**src/design/pool_allocator_evict_oldest_defines.svh**
```systemverilog
// Assertion macros shared by the pool allocator RTL.
`ifndef POOL_ALLOCATOR_EVICT_OLDEST_DEFINES_SVH
`define POOL_ALLOCATOR_EVICT_OLDEST_DEFINES_SVH

`ifndef SYNTHESIS
// Check that cond holds at every clock edge out of reset.
`define PAE_ASSERT(lbl, clk, rst_n, cond) \
    lbl: assert property (@(posedge clk) disable iff (!rst_n) (cond)) \
        else $error("pool allocator check failed");
// Check that trig at one edge is followed by cond at the next edge.
`define PAE_ASSERT_NEXT(lbl, clk, rst_n, trig, cond) \
    lbl: assert property (@(posedge clk) disable iff (!rst_n) (trig) |=> (cond)) \
        else $error("pool allocator sequence check failed");
`else
`define PAE_ASSERT(lbl, clk, rst_n, cond)
`define PAE_ASSERT_NEXT(lbl, clk, rst_n, trig, cond)
`endif

`endif

```
**src/design/pae_pkg.sv**
```systemverilog
`default_nettype none

package pae_pkg;

    // Pool size and derived widths
    localparam int SLOTS  = 256;
    localparam int SLOT_W = $clog2(SLOTS);
    localparam int IDX_W  = 8;

    // Request codes
    localparam logic REQ_ALLOC = 1'b0;
    localparam logic REQ_FREE  = 1'b1;

    // Controller states
    typedef enum logic [1:0] {
        ST_IDLE,
        ST_EXEC,
        ST_FIX
    } state_t;

    // Where an allocate takes its slot from, or a free
    typedef enum logic [1:0] {
        KIND_POP,
        KIND_FILL,
        KIND_EVICT,
        KIND_FREE
    } kind_t;

    // Controller to datapath commands
    typedef struct packed {
        logic load;
        logic exec;
        logic fix;
        logic finish;
    } cmd_t;

    // Datapath to controller status
    typedef struct packed {
        logic need_fix;
    } status_t;

endpackage

`default_nettype wire

```
**src/design/pae_ctrl.sv**
```systemverilog
`default_nettype none

module pae_ctrl (
    input  wire              clk,
    input  wire              rst_n,
    input  wire              start,
    input  pae_pkg::status_t sts,
    output logic             busy,
    output pae_pkg::cmd_t    cmd
);
    import pae_pkg::*;

    state_t state_reg;
    state_t state_next;

    // Hold the current state
    always_ff @(posedge clk or negedge rst_n)
    begin
        if (!rst_n)
        begin
            state_reg <= ST_IDLE;
        end
        else
        begin
            state_reg <= state_next;
        end
    end

    // Sequence one request: load, execute, and an optional link fix-up
    always_comb
    begin
        state_next = state_reg;
        cmd        = '0;
        busy       = 1'b1;
        unique case (state_reg)
            ST_IDLE:
            begin
                busy = 1'b0;
                if (start)
                begin
                    cmd.load   = 1'b1;
                    state_next = ST_EXEC;
                end
            end
            ST_EXEC:
            begin
                cmd.exec = 1'b1;
                if (sts.need_fix)
                begin
                    state_next = ST_FIX;
                end
                else
                begin
                    cmd.finish = 1'b1;
                    state_next = ST_IDLE;
                end
            end
            ST_FIX:
            begin
                cmd.fix    = 1'b1;
                cmd.finish = 1'b1;
                state_next = ST_IDLE;
            end
            default:
            begin
                state_next = ST_IDLE;
            end
        endcase
    end

endmodule

`default_nettype wire

```
**config.mk**
```make
export PLATFORM = sky130hd
export DESIGN_NAME = pae_ctrl
export DESIGN_NICKNAME = d
export VERILOG_FILES = /design/src/design/pool_allocator_evict_oldest_defines.svh /design/src/design/pae_pkg.sv /design/src/design/pae_ctrl.sv
export SDC_FILE = /design/constraint.sdc
export NUM_CORES = 1
export LEC_CHECK = 0
export BUFFER_PORTS_ARGS = -buffer_cell sky130_fd_sc_hd__buf_2
export CAP_MARGIN = 0
export CORE_AREA = 4 4 41 43
export DETAILED_ROUTE_END_ITERATION = 6
export DIE_AREA = 0 0 45 47
export SYNTH_ARGS = -nofsm -noshare
export SYNTH_HDL_FRONTEND = slang
export SYNTH_SLANG_ARGS = --single-unit
```
**constraint.sdc**
```tcl
create_clock -name clk -period 1.55 [get_ports clk]
set_input_delay 0.155 -clock clk [delete_from_list [all_inputs] [get_ports clk]]
set_output_delay 0.155 -clock clk [all_outputs]
set_load 0.005 [all_outputs]
```
# [Word-level counts from Yosys, hierarchy flattened]
# Cells that the tools add are included.
[word_totals] output_inout_bits=5 regBits=2 elab_cells=15 in_bits=4
[classes] n_eq_ne=3 reduce_logical=1 mux=10
[ops] operator="1-bit 2-to-1 mux" count=6
[ops] operator="2-bit 2-to-1 mux" count=2
[ops] operator="2-bit one-hot mux with 2 select lines" count=1
[ops] operator="2-bit by 1-bit equality test with 1-bit output (second input constant)" count=1
[ops] operator="2-bit equality test (second input constant)" count=1
[ops] operator="2-bit logical NOT" count=1
[ops] operator="2-bit inequality test (second input constant)" count=1
[ops] operator="1-bit one-hot mux with 2 select lines" count=1

# [Logic depth before layout (Yosys ltp)]
# Gate-level depths: netlist of run 1.
[depth] depth_word=2 mapped_depth=4 ltp_nobuf=4

# [Least setup slack after synthesis of run 1]
# Ideal clock, no wire load.
[synth_timing] path_type="register -> register" startpoint="register state_reg[0]" endpoint="register state_reg[0]" path_buffers=0 setup_time_ps=125 stages_incl_launch_ff=5 setup_slack_ps=375 t_arrival_ps=1050 path_cell_list="dfrtp_1 inv_1 ha_1 nand2b_4 mux2_4"
[synth_between] elab_chain_len=2
[synth_rtl] item="start: declaration" line="pae_ctrl.sv:13" text="state_t state_reg;"
[synth_rtl] item="start signal: assignment" line="pae_ctrl.sv:25" text="state_reg <= state_next;"
[synth_rtl] item="2-bit by 1-bit equality test with 1-bit output or 2-bit logical NOT (tied branches)" line="pae_ctrl.sv:35" text="unique case (state_reg)"
[synth_rtl] item="2-bit one-hot mux with 2 select lines or 2-bit inequality test (tied branches)"
# Parallel ways exist; a longest one is shown, timed or not.
# A chain may end at the register's enable or synchronous reset.

==> results of run 1 <==
cells in the mapped netlist (all sizes together):
master and count:
nand2b 1, nand2 1, o21a 1, mux2 1
inv 3, and2 1, dfrtp 2, ha 5
nor2b 1, mux2i 1
power by group through the flow:
| stage | combinational [mW] | clock, mW | sequential [mW] |
|---|---|---|---|
| 2_1_floorplan | 0.206 | 0 | 0.0958 |
| 3_3_place_gp | 0.299 | 0 | 0.100 |
| 3_5_place_dp | 0.301 | 0 | 0.102 |
| 4_1_cts | 0.305 | 0.125 | 0.101 |
| 5_1_grt | 0.334 | 0.138 | 0.106 |
| 6_report | 0.293 | 0.115 | 0.101 |
cell families (layout without fill, tap and decap cells):
| kind of cell | after synthesis | count (layout) | synth area share [%] |
|---|---|---|---|
| flops | 2 | 2 | 26.67 |
| compound gates | 1 | 1 | 4.001 |
| simple gates | 4 | 4 | 16.67 |
| mux | 2 | 2 | 13.33 |
| buf+inv | 3 | 15 | 6.000 |
| fa+ha+maj | 5 | 5 | 33.33 |
metal layers:
metal	vias to the layer above	share of wire (%)	GRT usage [%]
li1	77	-	-
met3	0	7.3	3.448
met2	4	56	7.062
met4	0	0	7.018
met5	-	0	0
met1	67	36	3.636
layout make-up:
class / count / area, um^2
well taps: 15 / 18.77
multi-input cells: 12 / 126.4
clock buffers: 3 / 22.52
repair buffers: 9 / 50.05
flip-flops and latches: 2 / 50.05
inverters: 3 / 11.26
fillers: 156 / 1022
worst reg2reg max path: cells and delay by family (launching register included):
kind / cells / cell delay (ps)
AND/OR/NAND/NOR: 1 / 100
buffers and inverters: 1 / 100
flip-flops: 1 / 390
adder cells (fa/ha/maj): 1 / 250
multiplexers: 1 / 290
per-stage QoR:
step	setup slack, ps	utilization [%]	hold slack, ps	instance area [um^2]	cells
global placement	300.7	18.94	-57.74	246.5	40
CTS	119.3	21.44	194.8	279.0	44
detailed placement	295.1	18.94	-59.21	246.5	40
global route	8.485	21.44	184.6	279.0	44
floorplan	375.2	-	-140.6	187.7	17
finish	136.9	21.44	197.5	279.0	44
final timing paths:
check / startpoint / endpoint / slack (ps)
max: state_reg[0] / cmd[3] / 140
max reg2reg: state_reg[0] / state_reg[0] / 300
min in group asynchronous: rst_n / state_reg[0] / 250
min reg2reg: state_reg[0] / state_reg[0] / 590
max in group asynchronous: rst_n / state_reg[1] / 1200
min: sts / state_reg[1] / 200
==> results.ini, run 1 <==
[clocking]
cts_resized = 0
cts_hold_buf = 1
cts.sinks = 2
clkTransAtPathRegs_ps = 30
cts_buffers = 3
insertion_delay_ps = 220
cts_max_path_buffers = 2
cts_tree = done
htree_levels = 1
post_cts_buffers = 0
cts-root-buf = clkbuf_4

[cells_and_area]
nets = 40
drive_above_1_share_pct = 48.28
final_cell_mix = buf_2 (8), ha_1 (5), inv_1 (3), clkbuf_4 (3), dfrtp_1 (2)
antenna-diode-count = 0
largest_register_ff_count = 2
syn_to_final_growth_pct = 48.67
final_common_cell = buf_2

[timing]
min_period_ps = 1413
drv_slew = 0
skew_ps = 2.696
setup_viol = 0
rsz0062_at_grt = no
relSlewSlack_pct = 92.19
hold_viol_final = 0
fmax_mhz = 707.6
period_share_pct = 91.17
worst_slew_pin_slew_ps = 113.9
setup_tns_ps = 0

[power_and_ir_drop]
p_clk_share_pct = 22.6
leakage_nw = 0.1614
ir_drop_v = 0.0003387
total_power_uw = 509.0
p_seq_share_pct = 19.9
combPwrFrac_pct = 57.5
p_sw_share_pct = 36.67
p_per_area_nw_per_um2 = 1824
internal_power_uw = 322.3
switching_power_uw = 186.6

[floorplanning]
io_pins = 9
dieWidth_um = 45
start_util_pct = 14.42
die-height_um = 47
fp.coreArea_um2 = 1301
die_area_um2 = 2115
rows = 13

[worst_setup_path]
critPathKind = flip-flop to primary output
crit_slowest_cell = dfrtp_1
rr_worst_depth = 4
worstPathMaxFanout = 4
cp-end-kind = primary output
max_stage_delay_ps = 390
cp_top_family = flip-flops
start_kind = flip-flop
arrival_ps = 1260
cp_num_buf_inv = 2
worstPathCellList = inv_1 -> ha_1 -> and2_2 -> buf_2
critical_path_depth = 4
critPathRequiredTime_ps = 1390

[routing]
wl_per_cell_um = 8.114
dr.pass1.iters = 1
via_count = 148
drt_iter0_markers = 0
antenna_left = 0
routed_wl_um = 357
viasPerCell = 3.364
drc = 0

[place]
hpwl_um = 296.7
placement.io_buffers = 8
gp_congestion = 0.6775

[global_routing]
grt.overflow.total = 0
grt_pass1_vias = 162
grt_pass1_wl_um = 627
antenna_found_initial = 0
grt.total_usage_pct = 4.897
grt_max_degree = 6

[synthesis]
avgSynthCellArea_um2 = 11.04
syn_nets = 26
yosysTopAreaCellShare_pct = 33.33
netlist_area_um2 = 187.7
synth_cell_type_count = 10
yosysWarnings = 0
yosys.area.top_type = ha_1
ys_seq_area_share_pct = 26.67
synthTopCellsByArea = ha_1 (33%), dfrtp_1 (27%), mux2_4 (8.0%)
synth_seq_cells = 2
syn-instance-count = 17

[min_path]
hold_class = primary input to flip-flop
holdPathStages = 3

[status]
status = finished, final reports clean

[job]
cap_violations = 0

Power figures use the tool's default switching activity.
==> run 2: changes to the inputs <==
Settings changed: CELL_PAD_IN_SITES_DETAIL_PLACEMENT set to 1, CELL_PAD_IN_SITES_GLOBAL_PLACEMENT set to 1, PLACE_DENSITY_LB_ADDON set to 0.1.
==> run 2 against run 1 <==
Critical path depth unchanged. Non-clock buffer count unchanged. Critical endpoint unchanged. Die area unchanged. Clock power is 3% lower. Hold slack improved by 6.2 ps. Sequential power increased by 5%. Utilization stayed put.
==> results.ini, run 2 (synthesis results as in run 1) <==
[status]
status = finished, final reports clean

[routing]
routed_wl_um = 395
viasPerCell = 3.568
dr.pass1.iters = 1
via_count = 157
drc = 0
antenna_left = 0
drt_iter0_markers = 0
wl_per_cell_um = 8.977

[cells_and_area]
largest_register_ff_count = 2
antenna-diode-count = 0
register_area_um2 = 50.05
syn_to_final_growth_pct = 48.67
nets = 40
final_common_cell = buf_2
multi_input_area_um2 = 126.4
n_fill_cell = 168
drive_above_1_share_pct = 51.72
final_cell_mix = buf_2 (8), ha_1 (5), clkbuf_4 (3)

[power_and_ir_drop]
leakage_nw = 0.1613
p_per_area_nw_per_um2 = 1851
total_power_uw = 516.3
ir_drop_v = 0.0003483

[worst_setup_path]
arrival_ps = 1280
cp-end-kind = primary output
critPathKind = flip-flop to primary output
worstPathMaxFanout = 4
start_kind = flip-flop
critPathRequiredTime_ps = 1390

[timing]
min_period_ps = 1434
rsz0062_at_grt = no
fmax_mhz = 697.3
skew_ps = 2.175
setup_tns_ps = 0
setup_viol = 0
fin_ws_ps = 115.9
worst_slew_pin_slew_ps = 173.3
period_share_pct = 92.52
hold_viol_final = 0
relSlewSlack_pct = 88.45
drv_slew = 0

[global_routing]
grt.total_usage_pct = 4.499
grt.overflow.total = 0
grt_util_met2_pct = 7.062
grtUsageMet3_pct = 1.533
grt_pass1_wl_um = 662
antenna_found_initial = 0
grt_max_degree = 6
grt_pass1_vias = 171
met1_usage_pct = 4.989
grt_busiest_layer = met2

[place]
placement.io_buffers = 8
gp_congestion = 0.6192
dp_slack_ps = 258.4

[floorplanning]
start_util_pct = 14.42
die_area_um2 = 2115
rows = 13
dieWidth_um = 45
die-height_um = 47
fp.coreArea_um2 = 1301
io_pins = 9

[clocking]
insertion_delay_ps = 220
cts_buffers = 3
clkTransAtPathRegs_ps = 30
cts_max_path_buffers = 2
post_cts_buffers = 0
cts.sinks = 2
htree_levels = 1
cts_tree = done
cts-root-buf = clkbuf_4

[job]
cap_violations = 0

[min_path]
hold_class = primary input to flip-flop

## run 2: cell type report
cell class	instances	share of cell area [%]
inverter	3	4.036
tap	15	6.726
multi-input combinational	12	45.29
sequential	2	17.94
timing repair buffer	9	17.94
clock buffer	3	8.072
## run 2: repair_timing
item                                    in CTS  in global routing
resized for setup                            0                  1
endpoints found under the hold margin        2                  0
hold buffers                                 1                  0
endpoints found under the setup margin       0                  1
## run 2: critical path: stages, from the launching register on
cell and delay, ps:
dfrtp_1 400, inv_1 100, ha_1 260, and2_2 180
buf_2 120
## run 2: stage by stage
stage / util (%) / std cells / hold WS [ps] / cell area, um^2
floorplan: - / 17 / -140.6 / 187.7
global placement: 18.94 / 40 / -57.07 / 246.5
detailed placement: 18.94 / 40 / -59.93 / 246.5
CTS: 21.44 / 44 / 210.3 / 279.0
global route: 21.44 / 44 / 229.2 / 279.0
finish: 21.44 / 44 / 203.7 / 279.0
## run 2: final timing paths
path / from / end / slack, ps / depth (start not counted)
max in group asynchronous: rst_n / state_reg[1] / 1210 / 2
setup / recovery: state_reg[0] / cmd[3] / 120 / 4
hold / removal: sts / state_reg[1] / 200 / 3
min in group asynchronous: rst_n / state_reg[0] / 250 / 2
setup reg to reg: state_reg[0] / state_reg[0] / 280 / 4
hold reg to reg: state_reg[0] / state_reg[0] / 600 / 1
## run 2: metal layers
metal,up-vias,wire (um)
met2,5,207
met4,0,0
met1,76,163
met3,0,24
met5,-,0
li1,76,-
## run 2: power by group
| group | internal, mW | switching, mW |
|---|---|---|
| Sequential | 0.0790 | 0.0273 |
| Clock | 0.0852 | 0.0263 |
| Combinational | 0.159 | 0.140 |
==> run 3: changes to the inputs <==
Settings changed: PLACE_DENSITY set to 0.38, PLACE_DENSITY_LB_ADDON 0.1 to not set.
==> run 3 against run 2 <==
Sequential share of layout area is the same. Utilization is the same. Cell count is the same. Sequential power shrank 4%. Non-clock buffer count is the same. Final area is the same. Fmax grew 0.96%. Register-to-register slack is essentially flat. Critical path type unchanged. Critical endpoint unchanged.
==> results.ini, run 3 (synthesis results as in run 1) <==
[timing]
skew_ps = 3.049
hold_viol_final = 0
rsz0062_at_grt = no
fin_hold_ws_ps = 202.2
drv_slew = 0
setup_viol = 0
min_period_ps = 1420
period_share_pct = 91.64
worst_slew_pin_slew_ps = 163.7
fmax_mhz = 704.0
relSlewSlack_pct = 89.09
setup_tns_ps = 0

[status]
status = finished, final reports clean

[global_routing]
grt.overflow.total = 0
antenna_found_initial = 0
grt.total_usage_pct = 3.788
grt_pass1_vias = 148
grt_max_degree = 6
grt_pass1_wl_um = 565

[floorplanning]
die-height_um = 47
rows = 13
dieWidth_um = 45
fp.coreArea_um2 = 1301
die_area_um2 = 2115
io_pins = 9
start_util_pct = 14.42

[routing]
drc = 0
dr.pass1.iters = 1
viasPerCell = 3.341
drt_iter0_markers = 0
via_count = 147
antenna_left = 0
wl_per_cell_um = 8.705
routed_wl_um = 383

[worst_setup_path]
cp_top_family = flip-flops
critPathKind = flip-flop to primary output
max_stage_delay_ps = 390
cp_num_buf_inv = 2
critPathRequiredTime_ps = 1390
worstPathMaxFanout = 4
start_kind = flip-flop
cp-end-kind = primary output
crit_slowest_cell = dfrtp_1
worstPathCellList = inv_1 -> ha_1 -> and2_2 -> buf_2
arrival_ps = 1270

[place]
gp_congestion = 0.6306
hpwl_um = 327.3
placement.io_buffers = 8

[cells_and_area]
antenna-diode-count = 0
syn_to_final_growth_pct = 48.67
n_fill_cell = 171
largest_register_ff_count = 2
final_common_cell = buf_2
drive_above_1_share_pct = 48.28
final_cell_mix = buf_2 (8), ha_1 (5), inv_1 (3), clkbuf_4 (3), dfrtp_1 (2)
nets = 40

[job]
cap_violations = 0

[clocking]
cts_max_path_buffers = 2
cts.sinks = 2
insertion_delay_ps = 220
cts_tree = done
clkTransAtPathRegs_ps = 30
htree_levels = 1
post_cts_buffers = 0
cts_resized = 0
cts_buffers = 3
cts-root-buf = clkbuf_4

[power_and_ir_drop]
p_per_area_nw_per_um2 = 1814
p_seq_share_pct = 20.1
p_sw_share_pct = 36.62
switching_power_uw = 185.4
p_clk_share_pct = 21.7
ir_drop_v = 0.0003709
leakage_nw = 0.1614
internal_power_uw = 320.8
combPwrFrac_pct = 58.3

[min_path]
hold_class = primary input to flip-flop

-- run 3: routing by layer --
layer	track usage, %	vias up	wire length (um)
met1	4.308	66	155
met3	1.149	0	30
met2	6.497	5	197
li1	-	76	-
met4	1.754	0	0
met5	0	-	0
-- run 3: cell type report --
class	count	area, um^2	area share (%)
Inverter	3	11.26	4.036
Tap cell	15	18.77	6.726
Sequential cell	2	50.05	17.94
Multi-Input combinational cell	12	126.4	45.29
Clock buffer	3	22.52	8.072
Timing Repair Buffer	9	50.05	17.94
-- run 3: power groups by stage --
stage | Sequential, mW | Combinational, mW | Clock, mW
floorplan | 0.0958 | 0.206 | 0
global placement | 0.102 | 0.302 | 0
detailed placement | 0.104 | 0.301 | 0
CTS | 0.104 | 0.306 | 0.115
global route | 0.106 | 0.338 | 0.123
finish | 0.102 | 0.295 | 0.110
-- run 3: path summary, 6_finish.rpt --
check                             startpoint            to  slack [ps]  cells after the start
worst max register to register  state_reg[0]  state_reg[0]         290                      4
worst min register to register  state_reg[0]  state_reg[0]         590                      1
worst max-delay path            state_reg[0]        cmd[3]         130                      4
min in group asynchronous              rst_n  state_reg[0]         250                      2
max in group asynchronous              rst_n  state_reg[1]        1200                      2
worst min-delay path                     sts  state_reg[1]         200                      3
-- run 3: worst register-to-register path: stages, from the launching register on --
cell and delay, ps:
dfrtp_1 390, inv_1 100, ha_1 260, nand2b_4 100
mux2_4 290
-- run 3: per-stage QoR --
step           cell area, um^2  setup slack (ps)  std cells  power, mW  util, %
2_1_floorplan            187.7             375.2         17     0.3022        -
3_3_place_gp             246.5             279.8         40     0.4040    18.94
3_5_place_dp             246.5             273.4         40     0.4052    18.94
4_1_cts                  279.0             97.67         44     0.5248    21.44
5_1_grt                  279.0             30.54         44     0.5667    21.44
6_report                 279.0             129.5         44     0.5062    21.44
-- run 3: timing repair --
item / in CTS / in global routing
endpoints found under the setup margin: 0 / 0
hold buffers: 1 / 0
endpoints found under the hold margin: 2 / 0
